<file path="src/hw/rtl/art_pkg.sv">
// Shared types, constants and codes of the address region table.
package art_pkg;

   // Table depth and page size
   localparam int TABLE_DEPTH = 32;
   localparam int PAGE_BITS   = 12;
   localparam int IDX_W       = $clog2(TABLE_DEPTH);
   localparam int CNT_W       = $clog2(TABLE_DEPTH + 1);

   localparam logic [31:0] PG_MASK = 32'((64'd1 << PAGE_BITS) - 64'd1);
   localparam logic [32:0] PG_SIZE = 33'(64'd1 << PAGE_BITS);

   // Configuration register indexes
   localparam int CSR_IDX_W = 1;
   localparam logic [CSR_IDX_W-1:0] CSR_USER_BASE = 1'b0;
   localparam logic [CSR_IDX_W-1:0] CSR_USER_TOP  = 1'b1;

   localparam logic [31:0] USER_BASE_RST = 32'h0020_0000;
   localparam logic [31:0] USER_TOP_RST  = 32'hB000_0000;

   // Command codes
   localparam logic [2:0] CMD_MAP   = 3'd0;
   localparam logic [2:0] CMD_UNMAP = 3'd1;
   localparam logic [2:0] CMD_CHECK = 3'd2;
   localparam logic [2:0] CMD_FIND  = 3'd3;
   localparam logic [2:0] CMD_FREE  = 3'd4;

   // Status codes
   localparam logic [1:0] STAT_OK      = 2'd0;
   localparam logic [1:0] STAT_INVALID = 2'd1;
   localparam logic [1:0] STAT_FULL    = 2'd2;
   localparam logic [1:0] STAT_MISS    = 2'd3;

   // Flag bits
   localparam int FL_READ_BIT  = 0;
   localparam int FL_WRITE_BIT = 1;
   localparam int FL_STACK_BIT = 3;

   typedef struct packed {
      logic [2:0]  cmd;
      logic [31:0] addr;
      logic [31:0] length;
      logic [3:0]  flags;
      logic        write_access;
   } art_req_type;

   typedef struct packed {
      logic [1:0]  status;
      logic [31:0] result_addr;
      logic [31:0] region_end;
      logic [3:0]  region_flags;
   } art_rsp_type;

   typedef struct packed {
      logic [31:0] lo;
      logic [31:0] hi;
      logic [3:0]  fl;
   } art_entry_type;

   localparam int ENTRY_W = $bits(art_entry_type);

   typedef enum logic [4:0] {
      ST_IDLE    = 5'b00001,
      ST_SCAN    = 5'b00010,
      ST_SHIFT   = 5'b00100,
      ST_COMPACT = 5'b01000,
      ST_DONE    = 5'b10000
   } art_state_type;

endpackage

</file>
<file path="src/hw/rtl/art_ram.sv">
// Generic simple dual-port RAM with registered read and write-through.
module art_ram #(
   parameter int WIDTH = 8,
   parameter int DEPTH = 16
) (
   input  logic                     clock,
   input  logic                     we,
   input  logic [$clog2(DEPTH)-1:0] waddr,
   input  logic [WIDTH-1:0]         wdata,
   input  logic [$clog2(DEPTH)-1:0] raddr,
   output logic [WIDTH-1:0]         rdata
);

   logic [WIDTH-1:0] mem [DEPTH];

   // Write, and register the read with forwarding of a same-address write
   always_ff @(posedge clock) begin
      if (we) begin
         mem[waddr] <= wdata;
      end
      if (we && (waddr == raddr)) begin
         rdata <= wdata;
      end else begin
         rdata <= mem[raddr];
      end
   end

endmodule

</file>
<file path="src/hw/rtl/address_region_table_core.sv">
// Top level of the address region table: sequencer around the region memory.
//
//  channel | direction | handshake           | word
//  req     | in        | req_valid/req_stall | art_req_type
//  rsp     | out       | rsp_valid/rsp_stall | art_rsp_type
//  csr     | in        | csr_we              | index + 32-bit data
//
// An item is accepted, the scan visits the regions one at a time, and the result is
// delivered last; map and split first move the regions above the hole up one place and
// insert, and unmap compacts from the first hit to the end of the table, all paced by
// the one region memory.
// Reset clears the region count; the memory itself is never cleared.
// A waiting result does not block the next accept; only its delivery waits.
module address_region_table_core
   import art_pkg::*;
(
   input  logic                 clock,
   input  logic                 reset,
   input  logic                 req_valid,
   output logic                 req_stall,
   input  art_req_type          req_data,
   output logic                 rsp_valid,
   input  logic                 rsp_stall,
   output art_rsp_type          rsp_data,
   input  logic                 csr_we,
   input  logic [CSR_IDX_W-1:0] csr_index,
   input  logic [31:0]          csr_wdata
);

   art_state_type state_ff, state_in;
   logic [2:0]       cmd_ff, cmd_in;
   logic [31:0]      addr_ff, addr_in;
   logic [31:0]      len_ff, len_in;
   logic [3:0]       flags_ff, flags_in;
   logic             wr_ff, wr_in;
   logic [31:0]      s_ff, s_in;
   logic [31:0]      e_ff, e_in;
   logic [32:0]      ce_ff, ce_in;
   logic [31:0]      cs_ff, cs_in;
   logic [31:0]      fs_ff, fs_in;
   logic [CNT_W-1:0] idx_ff, idx_in;
   logic [CNT_W-1:0] wptr_ff, wptr_in;
   logic [CNT_W-1:0] pos_ff, pos_in;
   logic [CNT_W-1:0] cnt_ff, cnt_in;
   art_entry_type    new_ff, new_in;
   art_rsp_type      res_ff, res_in;
   art_rsp_type      rsp_ff, rsp_in;
   logic             rsp_valid_ff, rsp_valid_in;
   logic [31:0]      base_ff, base_in;
   logic [31:0]      top_ff, top_in;

   logic             mem_we;
   logic [IDX_W-1:0] mem_waddr;
   art_entry_type    mem_wdata;
   logic [ENTRY_W-1:0] mem_rdata;
   art_entry_type    ent;

   logic [31:0] rq_s;
   logic [33:0] rq_e;
   logic [32:0] rq_ce;
   logic        rq_rng_ok;
   logic        rq_chk_ok;
   logic        full;
   logic        at_end;
   logic        perm_ok;
   logic        guard_hit;
   logic [31:0] fs_nx;
   logic        rsp_free;

   art_ram #(
      .WIDTH(ENTRY_W),
      .DEPTH(TABLE_DEPTH)
   ) u_ram (
      .clock(clock),
      .we   (mem_we),
      .waddr(mem_waddr),
      .wdata(mem_wdata),
      .raddr(idx_in[IDX_W-1:0]),
      .rdata(mem_rdata)
   );

   assign ent       = art_entry_type'(mem_rdata);
   assign req_stall = (state_ff != ST_IDLE);
   assign rsp_valid = rsp_valid_ff;
   assign rsp_data  = rsp_ff;
   assign full      = (cnt_ff == CNT_W'(TABLE_DEPTH));
   assign at_end    = (idx_ff == cnt_ff);
   assign rsp_free  = !rsp_valid_ff || !rsp_stall;

   // Round the request range out to pages, and test it and the exact range against the user range
   always_comb begin
      rq_s  = req_data.addr & ~PG_MASK;
      rq_e  = ({2'b00, req_data.addr} + {2'b00, req_data.length} + {2'b00, PG_MASK})
              & ~{2'b00, PG_MASK};
      rq_ce = {1'b0, req_data.addr} + {1'b0, req_data.length};
      rq_rng_ok = (base_ff <= rq_s) && ({2'b00, rq_s} < rq_e) && (rq_e <= {2'b00, top_ff});
      rq_chk_ok = (base_ff <= req_data.addr) && ({1'b0, req_data.addr} < rq_ce)
                  && (rq_ce <= {1'b0, top_ff});
   end

   // Permission and stack guard of the entry under the access cursor
   always_comb begin
      perm_ok   = wr_ff ? ent.fl[FL_WRITE_BIT] : ent.fl[FL_READ_BIT];
      guard_hit = wr_ff && ent.fl[FL_STACK_BIT]
                  && ({1'b0, cs_ff} < ({1'b0, ent.lo} + PG_SIZE));
   end

   // Sequencer
   always_comb begin
      state_in     = state_ff;
      cmd_in       = cmd_ff;
      addr_in      = addr_ff;
      len_in       = len_ff;
      flags_in     = flags_ff;
      wr_in        = wr_ff;
      s_in         = s_ff;
      e_in         = e_ff;
      ce_in        = ce_ff;
      cs_in        = cs_ff;
      fs_in        = fs_ff;
      idx_in       = idx_ff;
      wptr_in      = wptr_ff;
      pos_in       = pos_ff;
      cnt_in       = cnt_ff;
      new_in       = new_ff;
      res_in       = res_ff;
      rsp_in       = rsp_ff;
      rsp_valid_in = rsp_valid_ff && rsp_stall;
      base_in      = base_ff;
      top_in       = top_ff;
      mem_we       = 1'b0;
      mem_waddr    = idx_ff[IDX_W-1:0];
      mem_wdata    = ent;
      fs_nx        = fs_ff;

      // Configuration writes
      if (csr_we) begin
         unique case (csr_index)
            CSR_USER_BASE: base_in = csr_wdata;
            CSR_USER_TOP:  top_in  = csr_wdata;
            default:       ;
         endcase
      end

      unique case (state_ff)
         ST_IDLE: begin
            if (req_valid) begin
               cmd_in   = req_data.cmd;
               addr_in  = req_data.addr;
               len_in   = req_data.length;
               flags_in = req_data.flags;
               wr_in    = req_data.write_access;
               s_in     = rq_s;
               e_in     = rq_e[31:0];
               ce_in    = rq_ce;
               cs_in    = req_data.addr;
               res_in   = '{STAT_INVALID, 32'd0, 32'd0, 4'd0};
               idx_in   = '0;
               state_in = ST_DONE;
               unique case (req_data.cmd)
                  CMD_MAP, CMD_UNMAP: begin
                     if (rq_rng_ok) state_in = ST_SCAN;
                  end
                  CMD_CHECK: begin
                     if (rq_chk_ok) state_in = ST_SCAN;
                  end
                  CMD_FIND: state_in = ST_SCAN;
                  CMD_FREE: begin
                     if ((req_data.length != 32'd0) && (req_data.length <= top_ff)) begin
                        fs_in = top_ff - req_data.length;
                        if (cnt_ff == '0) begin
                           if (fs_in >= base_ff) begin
                              res_in = '{STAT_OK, fs_in, 32'd0, 4'd0};
                           end
                        end else begin
                           idx_in   = cnt_ff - CNT_W'(1);
                           state_in = ST_SCAN;
                        end
                     end
                  end
                  default: ;
               endcase
            end
         end

         ST_SCAN: begin
            unique case (cmd_ff)
               CMD_MAP: begin
                  priority if (at_end || (ent.hi > s_ff)) begin
                     if (!at_end && (e_ff > ent.lo)) begin
                        res_in.status = STAT_INVALID;
                        state_in = ST_DONE;
                     end else if (full) begin
                        res_in.status = STAT_FULL;
                        state_in = ST_DONE;
                     end else begin
                        // Open a hole at the cursor for the new region
                        pos_in   = idx_ff;
                        wptr_in  = cnt_ff;
                        idx_in   = cnt_ff - CNT_W'(1);
                        new_in   = '{s_ff, e_ff, flags_ff};
                        res_in   = '{STAT_OK, s_ff, e_ff, flags_ff};
                        state_in = ST_SHIFT;
                     end
                  end else begin
                     idx_in = idx_ff + CNT_W'(1);
                  end
               end
               CMD_UNMAP: begin
                  priority if (at_end || (e_ff <= ent.lo && ent.hi > s_ff)) begin
                     res_in   = '{STAT_OK, s_ff, e_ff, 4'd0};
                     state_in = ST_DONE;
                  end else if (ent.hi <= s_ff) begin
                     idx_in = idx_ff + CNT_W'(1);
                  end else if ((ent.lo < s_ff) && (e_ff < ent.hi)) begin
                     if (full) begin
                        res_in.status = STAT_FULL;
                        state_in = ST_DONE;
                     end else begin
                        // Trim the upper part in place, insert the lower part
                        mem_we    = 1'b1;
                        mem_waddr = idx_ff[IDX_W-1:0];
                        mem_wdata = '{e_ff, ent.hi, ent.fl};
                        pos_in    = idx_ff;
                        wptr_in   = cnt_ff;
                        idx_in    = cnt_ff - CNT_W'(1);
                        new_in    = '{ent.lo, s_ff, ent.fl};
                        res_in    = '{STAT_OK, s_ff, e_ff, 4'd0};
                        state_in  = ST_SHIFT;
                     end
                  end else begin
                     wptr_in  = idx_ff;
                     res_in   = '{STAT_OK, s_ff, e_ff, 4'd0};
                     state_in = ST_COMPACT;
                  end
               end
               CMD_CHECK: begin
                  priority if (at_end) begin
                     res_in.status = STAT_MISS;
                     state_in = ST_DONE;
                  end else if (ent.hi <= cs_ff) begin
                     idx_in = idx_ff + CNT_W'(1);
                  end else if ((cs_ff < ent.lo) || !perm_ok || guard_hit) begin
                     res_in.status = STAT_MISS;
                     state_in = ST_DONE;
                  end else if ({1'b0, ent.hi} >= ce_ff) begin
                     res_in.status = STAT_OK;
                     state_in = ST_DONE;
                  end else begin
                     cs_in  = ent.hi;
                     idx_in = idx_ff + CNT_W'(1);
                  end
               end
               CMD_FIND: begin
                  priority if (at_end) begin
                     res_in.status = STAT_MISS;
                     state_in = ST_DONE;
                  end else if (ent.hi <= addr_ff) begin
                     idx_in = idx_ff + CNT_W'(1);
                  end else if (ent.lo <= addr_ff) begin
                     res_in   = '{STAT_OK, ent.lo, ent.hi, ent.fl};
                     state_in = ST_DONE;
                  end else begin
                     res_in.status = STAT_MISS;
                     state_in = ST_DONE;
                  end
               end
               default: begin
                  // Free area: walk down from the top
                  priority if (fs_ff >= ent.hi) begin
                     res_in   = '{STAT_OK, fs_ff, 32'd0, 4'd0};
                     state_in = ST_DONE;
                  end else if (({1'b0, fs_ff} + {1'b0, len_ff}) > {1'b0, ent.lo}
                               && (len_ff >= ent.lo)) begin
                     res_in.status = STAT_INVALID;
                     state_in = ST_DONE;
                  end else begin
                     if (({1'b0, fs_ff} + {1'b0, len_ff}) > {1'b0, ent.lo}) begin
                        fs_nx = ent.lo - len_ff;
                     end
                     fs_in = fs_nx;
                     if (idx_ff == '0) begin
                        if (fs_nx >= base_ff) begin
                           res_in = '{STAT_OK, fs_nx, 32'd0, 4'd0};
                        end
                        state_in = ST_DONE;
                     end else begin
                        idx_in = idx_ff - CNT_W'(1);
                     end
                  end
               end
            endcase
         end

         ST_SHIFT: begin
            mem_we = 1'b1;
            if (wptr_ff == pos_ff) begin
               mem_waddr = pos_ff[IDX_W-1:0];
               mem_wdata = new_ff;
               cnt_in    = cnt_ff + CNT_W'(1);
               state_in  = ST_DONE;
            end else begin
               // Move one entry up
               mem_waddr = wptr_ff[IDX_W-1:0];
               mem_wdata = ent;
               wptr_in   = wptr_ff - CNT_W'(1);
               idx_in    = idx_ff - CNT_W'(1);
            end
         end

         ST_COMPACT: begin
            if (at_end) begin
               cnt_in   = wptr_ff;
               state_in = ST_DONE;
            end else begin
               // Trim, keep or drop, writing survivors down at the write pointer
               mem_waddr = wptr_ff[IDX_W-1:0];
               priority if (ent.lo >= e_ff) begin
                  mem_we = 1'b1;
               end else if (ent.lo < s_ff) begin
                  mem_we    = 1'b1;
                  mem_wdata = '{ent.lo, s_ff, ent.fl};
               end else if (e_ff < ent.hi) begin
                  mem_we    = 1'b1;
                  mem_wdata = '{e_ff, ent.hi, ent.fl};
               end else begin
                  mem_we = 1'b0;
               end
               if (mem_we) wptr_in = wptr_ff + CNT_W'(1);
               idx_in = idx_ff + CNT_W'(1);
            end
         end

         ST_DONE: begin
            if (rsp_free) begin
               rsp_in       = res_ff;
               rsp_valid_in = 1'b1;
               state_in     = ST_IDLE;
            end
         end

         default: state_in = ST_IDLE;
      endcase
   end

   // Control registers
   always_ff @(posedge clock) begin
      if (reset) begin
         state_ff     <= ST_IDLE;
         cnt_ff       <= '0;
         rsp_valid_ff <= 1'b0;
         base_ff      <= USER_BASE_RST;
         top_ff       <= USER_TOP_RST;
         idx_ff       <= '0;
      end else begin
         state_ff     <= state_in;
         cnt_ff       <= cnt_in;
         rsp_valid_ff <= rsp_valid_in;
         base_ff      <= base_in;
         top_ff       <= top_in;
         idx_ff       <= idx_in;
      end
   end

   // Payload registers
   always_ff @(posedge clock) begin
      cmd_ff   <= cmd_in;
      addr_ff  <= addr_in;
      len_ff   <= len_in;
      flags_ff <= flags_in;
      wr_ff    <= wr_in;
      s_ff     <= s_in;
      e_ff     <= e_in;
      ce_ff    <= ce_in;
      cs_ff    <= cs_in;
      fs_ff    <= fs_in;
      wptr_ff  <= wptr_in;
      pos_ff   <= pos_in;
      new_ff   <= new_in;
      res_ff   <= res_in;
      rsp_ff   <= rsp_in;
   end

`ifndef SYNTHESIS
   a_cnt_bound: assert property (@(posedge clock) disable iff (reset)
      cnt_ff <= CNT_W'(TABLE_DEPTH))
      else $error("region count above table depth");

   a_cnt_grow: assert property (@(posedge clock) disable iff (reset)
      (cnt_ff > $past(cnt_ff)) |-> ($past(state_ff) == ST_SHIFT))
      else $error("region count grew outside an insert");

   a_rsp_src: assert property (@(posedge clock) disable iff (reset)
      $rose(rsp_valid_ff) |-> ($past(state_ff) == ST_DONE))
      else $error("result raised without a finished command");
`endif

endmodule
</file>
<file path="config.mk">
export PLATFORM = sky130hd
export DESIGN_NAME = address_region_table_core
export DESIGN_NICKNAME = d
export VERILOG_FILES = /design/src/hw/rtl/art_pkg.sv /design/src/hw/rtl/art_ram.sv /design/src/hw/rtl/address_region_table_core.sv
export SDC_FILE = /design/constraint.sdc
export NUM_CORES = 2
export LEC_CHECK = 0
export BUFFER_PORTS_ARGS = -buffer_cell sky130_fd_sc_hd__buf_4
export CAP_MARGIN = 20
export CORE_UTILIZATION = 53
export DETAILED_ROUTE_END_ITERATION = 16
export PLACE_DENSITY_LB_ADDON = 0.1
export SYNTH_ARGS = -nofsm -noshare
export SYNTH_HDL_FRONTEND = slang
export SYNTH_HIERARCHICAL = 1
export SYNTH_SLANG_ARGS = --single-unit
</file>
<file path="constraint.sdc">
create_clock -name clock -period 35.6 [get_ports clock]
set_input_delay 0 -clock clock [delete_from_list [all_inputs] [get_ports clock]]
set_output_delay 0 -clock clock [all_outputs]
set_load 0.005 [all_outputs]
</file>
==> flow_summary_export.csv <==
group,metric,value,unit
outcome,status,"complete, no violations",
route,drt-initial-drc-count,9575,
placement,io_buffers,181,
global_routing,antenna_found_initial,7,
flow_run,max_cap_viol_count,0,
layout,layout_commonest_cell,"edfxtp_1",
yosys,synthFlopType,"edfxtp_1",
yosys,synthMuxAreaShare,13.1,%
clocking,ctsHoldBuffers,234,
power_and_ir_drop,p_total,0.0103,W
route,dr.pass1.iters,9,
clocking,clockRootBuffer,"clkbuf_16",
yosys,synth_edf_count,2573,
critical_path,cp_data_required_time,36.12,ns
timing,clock_skew,0.100,ns
critical_path,worstReg2RegEnd,"res_ff[12]$_SDFFCE_PN0P_",
critical_path,crit_path_max_fanout,90,
yosys,synth_xor_area_share,1.27,%
clocking,cts_sinks,2660,
critical_path,worst_ep_arrival_time,12.63,ns
layout,syn_to_final_growth,14.2,%
floorplan,initial_core_util,53.3,%
clocking,clockBufferDepth,4,
yosys,synth_simple_gate_area_share,4.94,%
clocking,tritoncts,"done",
timing,timing.final.crit_share,34.0,%
timing,period_minus_slack,12.11,ns
timing,timing.final.max_slew_violations,0,
worst_hold_path,hold_path_class,"in2reg",
route,routedWlPerCell,33.5,µm
floorplan,row_count,177,
yosys,yosysTopAreaCell,"edfxtp_1",
route,drt_wl_total,391,mm
clocking,insertion_delay,0.97,ns
power_and_ir_drop,p_leak,49.2,nW
layout,drive_above_1_share,19.0,%
layout,fill_cells,16949,
yosys,syn_nets,8617,
layout,post-route-cell-area,141000,µm²
global_routing,grt_max_degree,95,
layout,final_cell_mix,"edfxtp_1, ha_1, mux4_2, inv_1, nand2_1",
worst_hold_path,min_to,"state_ff[4]$_SDFFE_PP0P_",
critical_path,endpoint_kind,"flip-flop",
power_and_ir_drop,p_per_area,72.8,nW/µm²
global_routing,grt-ovfl-total,0,
placement,place_area,130000,µm²
critical_path,crit_top_cell,"buf_4",
yosys,ys_seq_area_share,63.8,%
worst_hold_path,min_from,"req_data[70]",
power_and_ir_drop,vdd_drop_max,52.1,µV
clocking,postCtsSetupRepairBufs,0,
yosys,synth_compound_area_share,7.18,%
critical_path,startpoint_type,"flip-flop",
timing,maxSlewHeadroom,8.32,%
critical_path,worst-setup-path-type,"reg2reg",
placement,gp_congestion,0.964,
critical_path,r2r_cells,29,
timing,hold_violations,0,
route,vias_per_cell,6.58,
yosys,async_flop_share,0,%
layout,multi_input_area,42100,µm²
clocking,cts_buffers,293,
layout,ff_latch_area,79000,µm²
yosys,synth_area,124000,µm²
clocking,clk_pin_slew,0.06,ns
timing,grt_setup_unrepaired,"false",
global_routing,grt_pass1_wl,550,mm
yosys,yosysTopAreaCellShare,62.4,%
timing,tns,0,ns
timing,max_freq,82.6,MHz
yosys,yosys.area_share.adder,7.12,%
floorplan,die_w,485,µm
yosys,synth_cells,7817,
global_routing,grtUsageTotal,33.1,%
yosys,avgSynthCellArea,15.8,µm²
global_routing,first_global_vias,75135,
floorplan,io-pin-count,182,
timing,worst_slew_pin_slew,1.38,ns
worst_hold_path,min_path_cells,5,
critical_path,max_stage_delay,0.89,ns
layout,nets,9222,
clocking,ctsResizeCount,0,
critical_path,crit_slowest_cell,"a221oi_4",
timing,finalSetupViolCount,0,
yosys,yosys_warnings,6,
route,drc,0,
critical_path,ff2ff_setup_slack,23.49,ns
floorplan,dieArea,236000,µm²
yosys,ys_ff_latch,2660,
yosys,synthTopCellsByArea,"edfxtp_1, mux4_2, ha_1",
yosys,yosys.cell_types.count,92,
route,antenna_left,0,
placement,place_hpwl,250,mm
route,via_count,76800,
timing,whs,0.0676,ns
yosys,synth_top_family_by_area,"multiplexers",
floorplan,die-height,485,µm
clocking,cts_max_level,5,
floorplan,core_area,232000,µm²
-- report_power, final --
group          leakage [nW]  switching [W]  internal [W]  total, W
logic                  20.8        0.00218       0.00108   0.00326
clock network          4.44        0.00121       0.00174   0.00295
registers              24.0      0.0000973       0.00399   0.00409
total                  49.2        0.00349       0.00681    0.0103
-- cells in the mapped netlist (all sizes together) (29+ instances only) --
cell type,instances
a211oi,48
a222oi,34
dfxtp,87
nor3,80
o211ai,34
a21oi,385
mux4,640
nand3,77
nand4,111
mux2,100
a22oi,61
nand2,459
mux2i,63
a21o,188
edfxtp,2573
buf,111
nor2b,56
a31oi,43
and3,29
ha,666
o21ai,291
xnor2,134
nor4,42
nor2,305
xor2,45
inv,506
clkbuf,202
o21a,43
-- per-layer routing --
metal	track usage [%]	part of all wire, %	vias to the layer above
met4	14.2	4.7	2
li1	-	-	32187
met5	0	0.0033	-
met2	51.5	46	3971
met1	46.6	40	39968
met3	5.00	8.6	672
-- cells by family after synthesis --
family | after synthesis
fa+ha+maj | 690
xor+xnor | 179
mux | 803
buf+inv | 823
compound gates | 1367
flops | 2660
simple gates | 1295
-- worst max path at each step --
stage	to	from	cells past startpoint
2_1_floorplan	res_ff[0]$_SDFFCE_PN0P_	fs_ff[7]$_DFFE_PP_	31
6_report	res_ff[12]$_SDFFCE_PN0P_	flip-flop	29
3_3_place_gp	res_ff[40]$_DFFE_PP_	flip-flop	29
3_5_place_dp	res_ff[40]$_DFFE_PP_	flip-flop	29
4_1_cts	res_ff[46]$_DFFE_PP_	flip-flop	29
5_1_grt	res_ff[12]$_SDFFCE_PN0P_	flip-flop	29
-- stage by stage --
| step | utilization, % | std cells | setup WS, ns |
|---|---|---|---|
| after floorplan | - | 7817 | 23.08 |
| after global placement | 55.8 | 10916 | 23.33 |
| after detailed placement | 55.9 | 10926 | 23.41 |
| after CTS | 60.8 | 11663 | 23.34 |
| after global routing | 60.9 | 11675 | 22.79 |
| final | 60.9 | 11676 | 23.49 |
-- layout make-up --
type,count,area share [%]
well taps,3043,2.69
repair buffers,623,3.87
diodes,3,0.00531
clock inverters,133,0.975
clock buffers,370,5.50
multi-input cells,4334,29.7
flip-flops and latches,2660,55.9
inverters,510,1.36
-- sequential cells by signal, indices dropped and copies added (netlist names), 3 cells and up, named ones only --
register,cells
u_ram/mem,2176
res_ff,70
rsp_data,70
new_ff,56
ce_ff,33
addr_ff,32
base_ff,32
cs_ff,32
fs_ff,32
len_ff,32
top_ff,32
e_ff,20
cnt_ff,6
idx_ff,6
pos_ff,6
wptr_ff,6
state_ff,5
flags_ff,4
cmd_ff,3
-- critical path: cells and delay by family (launching register included) --
family / cells / cell delay [ns]
flops: 1 / 0.86
buf+inv: 7 / 3.74
fa+ha+maj: 2 / 0.49
compound gates: 9 / 2.69
simple gates: 8 / 2.06
mux: 3 / 1.56
(Power assumes the default switching activity.)
